### config.mk
export PLATFORM = sky130hd
export DESIGN_NAME = fecf_mul
export DESIGN_NICKNAME = d
export VERILOG_FILES = /design/src/feedback_echo_comb_filter_defines.svh /design/src/fecf_pkg.sv /design/src/fecf_mul.sv
export SDC_FILE = /design/constraint.sdc
export NUM_CORES = 1
export LEC_CHECK = 0
export ABC_CLOCK_PERIOD_IN_PS = 9300
export BUFFER_PORTS_ARGS = -buffer_cell sky130_fd_sc_hd__buf_4
export CAP_MARGIN = 30
export CORE_ASPECT_RATIO = 2
export CORE_MARGIN = 1
export CORE_UTILIZATION = 63
export DETAILED_ROUTE_END_ITERATION = 8
export GPL_TIMING_DRIVEN = 0
export PLACE_DENSITY = 0.84
export SLEW_MARGIN = 15
export SYNTH_ARGS = -nofsm -noshare
export SYNTH_HDL_FRONTEND = slang
export SYNTH_SLANG_ARGS = --single-unit
### constraint.sdc
create_clock -name clock -period 9.3 [get_ports clock]
set_input_delay 0.93 -clock clock [delete_from_list [all_inputs] [get_ports clock]]
set_output_delay 0.93 -clock clock [all_outputs]
set_load 0.1 [all_outputs]
### src/feedback_echo_comb_filter_defines.svh
// ---------------------------------------------------------------------------
// feedback echo comb filter: assertion macros
// property wrappers on clock and synchronous reset, removable with ASSERT_OFF
// ---------------------------------------------------------------------------
`ifndef FEEDBACK_ECHO_COMB_FILTER_DEFINES_SVH
`define FEEDBACK_ECHO_COMB_FILTER_DEFINES_SVH
`ifndef ASSERT_OFF
`define FECF_ASSERT(label, clk, rst, prop) \
   label: assert property (@(posedge clk) disable iff (rst) (prop)) \
      else $error("fecf: assertion failed");
`define FECF_ASSERT_NEVER(label, clk, rst, expr) \
   label: assert property (@(posedge clk) disable iff (rst) !(expr)) \
      else $error("fecf: forbidden condition seen");
`else
`define FECF_ASSERT(label, clk, rst, prop)
`define FECF_ASSERT_NEVER(label, clk, rst, expr)
`endif
`endif

### src/fecf_pkg.sv
// ---------------------------------------------------------------------------
// fecf_pkg
// shared types and constants of the feedback echo comb filter
// ---------------------------------------------------------------------------
package fecf_pkg;

   localparam int DEF_MAX_DELAY   = 65536;
   localparam int DEF_SAMPLE_BITS = 16;

   localparam int CFG_W    = 16;   // width of every control register
   localparam int CSR_IDX_W = 2;
   localparam int CNT_W    = 17;   // pointer and counters, hold a full delay
   localparam int GAIN_W   = 17;   // gain as a signed multiplier operand
   localparam int X_SHIFT  = 12;   // input brought to the 12 fraction bit scale
   localparam int LO_BITS  = 16;   // low part of the sum for the split product
   localparam int ROUND_BIT = 27;
   localparam int OUT_SHIFT = 28;

   localparam logic [CFG_W-1:0] RST_DELAY = 16'd44100;
   localparam logic [CFG_W-1:0] RST_MIX   = 16'd2867;
   localparam logic [CFG_W-1:0] RST_NORM  = 16'd38550;

   typedef enum logic [CSR_IDX_W-1:0] {
      CSR_DELAY = 2'd0,
      CSR_MIX   = 2'd1,
      CSR_NORM  = 2'd2
   } csr_index_type;

   typedef enum logic [2:0] {
      ST_IDLE,
      ST_MIX,
      ST_SUM,
      ST_HI,
      ST_LO,
      ST_DONE
   } state_type;

   typedef enum logic [1:0] {
      RES_PASS,
      RES_MEM,
      RES_CALC
   } res_type;

   typedef enum logic [1:0] {
      MUL_MIX,
      MUL_HI,
      MUL_LO
   } mul_sel_type;

   typedef struct packed {
      logic        en;
      mul_sel_type sel;
   } mul_ctrl_type;

endpackage

### src/fecf_mul.sv
// ---------------------------------------------------------------------------
// fecf_mul
// shared signed multiplier with operand select and registered product
// ---------------------------------------------------------------------------
module fecf_mul
   import fecf_pkg::*;
   #(
   parameter int SAMPLE_BITS = DEF_SAMPLE_BITS
   )
   (
   input  logic                                   clock,
   input  mul_ctrl_type                           ctrl,
   input  logic signed [SAMPLE_BITS-1:0]          dly_data,
   input  logic [CFG_W-1:0]                       mix_gain,
   input  logic [CFG_W-1:0]                       norm_gain,
   input  logic signed [SAMPLE_BITS+17:0]         sum_val,
   output logic signed [((SAMPLE_BITS+2 > GAIN_W) ? SAMPLE_BITS+2 : GAIN_W)
                        + GAIN_W - 1:0]           prod
   );

   localparam int A_W   = (SAMPLE_BITS + 2 > GAIN_W) ? SAMPLE_BITS + 2 : GAIN_W;
   localparam int P_W   = A_W + GAIN_W;
   localparam int SUM_W = SAMPLE_BITS + 18;
   localparam int HI_W  = SUM_W - LO_BITS;

   logic signed [A_W-1:0]    op_a;
   logic signed [GAIN_W-1:0] op_b;
   logic signed [HI_W-1:0]   sum_hi;
   logic signed [P_W-1:0]    prod_ff;
   logic signed [P_W-1:0]    prod_in;

   // floor of sum / 2^16 is the arithmetic top part
   assign sum_hi = sum_val[SUM_W-1:LO_BITS];

   always_comb begin
      case (ctrl.sel)
         MUL_MIX: begin
            op_a = A_W'(dly_data);
            op_b = {1'b0, mix_gain};
         end
         MUL_HI: begin
            op_a = A_W'(sum_hi);
            op_b = {1'b0, norm_gain};
         end
         MUL_LO: begin
            op_a = A_W'({1'b0, sum_val[LO_BITS-1:0]});
            op_b = {1'b0, norm_gain};
         end
         default: begin
            op_a = '0;
            op_b = '0;
         end
      endcase
   end

   assign prod_in = op_a * op_b;

   always_ff @(posedge clock) begin
      if (ctrl.en) begin
         prod_ff <= prod_in;
      end
   end

   assign prod = prod_ff;

endmodule

==> results_dict.tcl, run 1 <==
set metrics [dict create \
    m1WireLength_mm 11.1 \
    die_y_um 202 \
    fp.coreArea_mm2 0.0197 \
    finalSetupTns_ns 0 \
    dieArea_mm2 0.0207 \
    utilization_pct 71.1 \
    placementRows 73 \
    grt_pass1_wl_mm 60.3 \
    first_iter_violations 615 \
    wl_met3_mm 2.03 \
    area_delta_synth_final_pct 10.9 \
    rsz0062_at_grt "no" \
    grtUsageTotal_pct 40.8 \
    synth_area_mm2 0.0126 \
    via_per_inst 5.75 \
    worst_pin_slew_ns 0.943 \
    htree_levels 2 \
    finalCriticalPeriod_ns 9.07 \
    setup_slack_ns 0.225 \
    numCtsBuffers 5 \
    nets 2036 \
    via_count 10500 \
    maxCapViolCount 0 \
    antenna_found_initial 0 \
    end_kind "flip-flop" \
    die_w_um 102 \
    seq_area_frac_synth_pct 8.31 \
    cp.required_ns 9.35 \
    cts_tree "built" \
    avgSynthCellArea_um2 8.80 \
    fillers 1638 \
    hpwlAfterDp_mm 32.8 \
    routed_wl_mm 38.5 \
    gp_congestion 0.988 \
    ys_ff_latch 35 \
    holdBufCountCts 0 \
    antennaDiodeCount 0 \
    root_buffer "clkbuf_16" \
    largest_reg_flops 35 \
    finalPower_uw 4080 \
    synth_area_leader_cell "fa_1" \
    ys_types 49 \
    clock_sinks 35 \
    critical-path-slowest-cell "a2111oi_1" \
    min-delay-start "ctrl[2]" \
    final.hold.worst_slack_ns 1.16 \
    cpMostUsedCell "fa_1" \
    drive_above_1_share_pct 9.85 \
    grt_pass1_vias 11800 \
    yosys_warnings 0 \
    synth_top_area_share_pct 46.4 \
    synth-edff-count 35 \
    top_layer_used "met4" \
    startpoint_type "input port" \
    hp-class "input port to flip-flop" \
    wl_met2_mm 20.7 \
    arrival_ns 9.13 \
    slew_headroom_pct 37.1 \
    power.leakage_uw 0.00727 \
    fmax_mhz 110 \
    io_pins 121 \
    ant_nets 0 \
    place_ws_ns -0.769 \
    power_per_cell_area_mw_per_mm2 291 \
    wl_per_cell_um 21.1 \
    grt-ovfl-total 0 \
    drc_errors 0 \
    first_pass_iters 5 \
    critPathKind "input port to flip-flop" \
    portBuffers 120 \
    slowest_delay_ns 0.62 \
    start_util_pct 64.1 \
    grt_start_max_net_pins 36 \
    synthTopCellsByCount "inv_1, fa_1, nand2_1" \
    whs_path_depth 1 \
    synth_most_common_cell "inv_1" \
    slew_viol_final 0 \
    hold_viol_final 0 \
    critPathMaxFanout 10 \
    worstHoldEndpoint "prod[13]" \
    ys_top_cells_by_area "fa_1, inv_1, ha_1" \
    synth_cells 1437 \
    synth_nets 1909 \
    ys.flop_type "edfxtp_1" \
    async_reset_ff_share_pct 0 \
    clk_path_buf_depth 2 \
    outcome "finished clean" \
    post-route-period-util_pct 97.6 \
    clk_pin_slew_ns 0.08 \
    peakVddDrop_mv 0.254 \
    setup_viol 0 \
]
-- what timing repair did --
| action | in CTS | in global routing |
|---|---|---|
| setup endpoints to repair | 7 | 8 |
| pin swaps | 0 | 0 |
| setup buffers | 0 | 0 |
| resized for setup | 2 | 19 |
-- worst max-delay path by stage --
stage	from	to	slack [ns]	depth (start not counted)
2_1_floorplan	ctrl[0]	prod[31]	1.63	26
3_3_place_gp	ctrl[0]	prod[33]	-0.54	29
3_5_place_dp	ctrl[0]	prod[33]	-0.77	25
4_1_cts	ctrl[0]	prod[31]	0.18	29
5_1_grt	ctrl[0]	prod[32]	0.01	26
6_report	ctrl[0]	prod[31]	0.23	26
-- logic make-up after synthesis --
logic type,count (synthesis),synth area share (%)
xor+xnor,34,2.35
flops,35,8.31
mux,1,0.0791
simple gates,435,14.7
buf+inv,429,12.7
compound gates,117,6.23
fa+ha+maj,386,55.6
-- metrics by stage --
step / std cells / area (um^2)
2_1_floorplan: 1437 / 12600
3_3_place_gp: 1819 / 13900
3_5_place_dp: 1819 / 13900
4_1_cts: 1826 / 14000
5_1_grt: 1826 / 14000
6_report: 1826 / 14000
-- placed cells by master (no fill, tap or decap), types with 12 or more instances in the layout --
| master | netlist | final |
|---|---|---|
| or3_1 | 20 | 20 |
| inv_1 | 374 | 374 |
| or2_2 | 13 | 13 |
| nor2_1 | 133 | 133 |
| fa_1 | 293 | 293 |
| nor3_1 | 18 | 18 |
| buf_4 | 0 | 120 |
| edfxtp_1 | 35 | 35 |
| a22oi_1 | 31 | 31 |
| a21oi_1 | 26 | 26 |
| nand2_1 | 205 | 205 |
| xnor2_1 | 26 | 26 |
| clkbuf_1 | 52 | 44 |
| o21ai_0 | 14 | 12 |
| and2_1 | 19 | 19 |
| ha_1 | 93 | 93 |
-- worst max-delay path, delay by kind of cell --
| kind | cells | cell delay (ns) |
|---|---|---|
| xor+xnor | 1 | 0.17 |
| simple gates | 5 | 1.02 |
| compound gates | 4 | 1.70 |
| fa+ha+maj | 8 | 3.73 |
| buf+inv | 8 | 1.57 |
-- area by class of cell --
| type | instances | area [um^2] | area share (%) |
|---|---|---|---|
| buffer | 55 | 218 | 1.55 |
| clock buffer | 5 | 125 | 0.892 |
| clock inverter | 2 | 8.76 | 0.0624 |
| inverter | 374 | 1400 | 10.0 |
| multi-input combinational | 973 | 9990 | 71.2 |
| sequential | 35 | 1050 | 7.49 |
| tap | 262 | 328 | 2.34 |
| timing repair buffer | 120 | 901 | 6.42 |
-- power by group --
group / internal [uW] / switching [uW] / total (uW)
combinational: 1220 / 2300 / 3520
clock: 97.3 / 90.1 / 187
sequential: 356 / 20.0 / 376
total: 1670 / 2410 / 4080
-- routing by layer --
metal / track usage, % / vias to the layer above
met5: 0 / -
met4: 40.6 / 0
met3: 6.19 / 250
met2: 72.4 / 479
met1: 37.0 / 5239
li1: - / 4532
No activity file was read; power rests on OpenSTA's default activity.
==> inputs of run 2 (changes only) <==
--- a/config.mk
+++ b/config.mk
@@ -11,9 +11,11 @@
 export CORE_ASPECT_RATIO = 2
 export CORE_MARGIN = 1
 export CORE_UTILIZATION = 63
+export CTS_CLUSTER_DIAMETER = 120
 export DETAILED_ROUTE_END_ITERATION = 8
 export GPL_TIMING_DRIVEN = 0
 export PLACE_DENSITY = 0.84
+export REMOVE_ABC_BUFFERS = 1
 export SLEW_MARGIN = 15
 export SYNTH_ARGS = -nofsm -noshare
 export SYNTH_HDL_FRONTEND = slang
==> results_dict.tcl, run 2 (same netlist as run 1, synthesis figures left out) <==
set metrics [dict create \
    cp.required_ns 9.47 \
    placementRows 73 \
    finalCriticalPeriod_ns 8.92 \
    wl_per_cell_um 20.9 \
    end_kind "flip-flop" \
    cts_resized 0 \
    area_delta_synth_final_pct 10.3 \
    peakVddDrop_mv 0.344 \
    grt_start_max_net_pins 48 \
    arrival_ns 9.09 \
    final_cell_mix "inv_1, fa_1, nand2_1" \
    die_y_um 202 \
    io_pins 121 \
    post-cts-setup-buffer-count 0 \
    drc_errors 0 \
    critPathMaxFanout 37 \
    slew_viol_final 0 \
    fmax_mhz 112 \
    maxCapViolCount 0 \
    rsz0062_at_grt "no" \
    first_pass_iters 5 \
    finalSetupTns_ns 0 \
    antennaDiodeCount 0 \
    root_buffer "clkbuf_16" \
    critPathKind "input port to flip-flop" \
    grt_pass1_vias 11700 \
    nets 1997 \
    post-route-period-util_pct 95.9 \
    place_inst 1775 \
    final_common_cell "inv_1" \
    startpoint_type "input port" \
    ant_nets 0 \
    cts_tree "built" \
    start_util_pct 64.1 \
    drive_above_1_share_pct 10.8 \
    hp-class "input port to flip-flop" \
    die_w_um 102 \
    portBuffers 120 \
    numCtsBuffers 5 \
    via_per_inst 5.76 \
    clk_pin_slew_ns 0.06 \
    clk_path_buf_depth 2 \
    setup_viol 0 \
    worst_pin_slew_ns 0.991 \
    first_iter_violations 711 \
    final_cells 1787 \
    slew_headroom_pct 34.0 \
    clock_sinks 35 \
    grtUsageTotal_pct 40.3 \
    grt-ovfl-total 0 \
    routed_wl_mm 37.3 \
    largest_reg_flops 35 \
    hpwlAfterDp_mm 31.0 \
    power.leakage_uw 0.00726 \
    fp.coreArea_mm2 0.0197 \
    power_per_cell_area_mw_per_mm2 290 \
    hold_viol_final 0 \
    gp_congestion 1.01 \
    dieArea_mm2 0.0207 \
    via_count 10300 \
    grt_pass1_wl_mm 59.8 \
    holdBufCountCts 0 \
    outcome "finished clean" \
    htree_levels 2 \
    antenna_found_initial 0 \
]
## run 2: cell types whose count changed in the layout (fill, tap and decap cells not counted), sizes merged
cell	change
clkbuf	-52
buf	+13
## run 2: worst paths after layout
path        start        to  slack (ns)  cells past startpoint
max       ctrl[0]  prod[32]        0.38                     23
min   dly_data[0]   prod[0]        1.08                      3
## run 2: per-layer routing
| layer | track usage (%) | vias up | routed length (um) |
|---|---|---|---|
| met3 | 8.75 | 233 | 2640 |
| met4 | 41.2 | 0 | 4630 |
| met2 | 67.4 | 488 | 19300 |
| met1 | 38.6 | 5116 | 10700 |
| met5 | 0 | - | 0 |
| li1 | - | 4457 | - |
## run 2: critical path, cell delays in order
cell	delay [ns]
buf_4	0.12
inv_1	0.07
ha_2	0.72
a22oi_1	0.44
nor2_2	0.60
nand2_1	0.17
fa_1	0.52
fa_1	0.53
fa_1	0.53
inv_1	0.06
fa_1	0.51
fa_1	0.50
inv_1	0.05
fa_1	0.47
inv_1	0.04
ha_1	0.42
and2_1	0.38
nand3_1	0.12
a31oi_1	0.59
o21ai_1	0.32
a211o_1	0.48
or3_1	0.39
nand3_1	0.09
## run 2: power breakdown
group | internal [uW] | leakage, uW | switching [uW] | total, uW
Clock | 96.9 | 0.0000671 | 80.0 | 177
Sequential | 356 | 0.000341 | 20.3 | 377
Combinational | 1220 | 0.00685 | 2280 | 3490
## run 2: cell type report
cell class              instances  area, um^2
inverters                     374        1400
clock inverters                 2        8.76
clock buffers                   5         125
well taps                     262         328
flip-flops and latches         35        1050
fillers                      1559        5780
multi-input cells             973       10000
repair buffers                136        1030
## run 2: stage by stage
step | setup WS [ns] | util (%) | hold WS [ns] | cell area, um^2 | power, uW
after floorplan | 1.45 | - | 1.04 | 12400 | 2970
after global placement | -0.531 | 69.3 | 1.46 | 13700 | 3720
after detailed placement | -0.133 | 69.8 | 1.38 | 13800 | 3820
after CTS | 0.178 | 70.4 | 1.07 | 13900 | 4020
after global routing | 0.175 | 70.7 | 1.16 | 13900 | 4440
final | 0.384 | 70.7 | 1.08 | 13900 | 4050
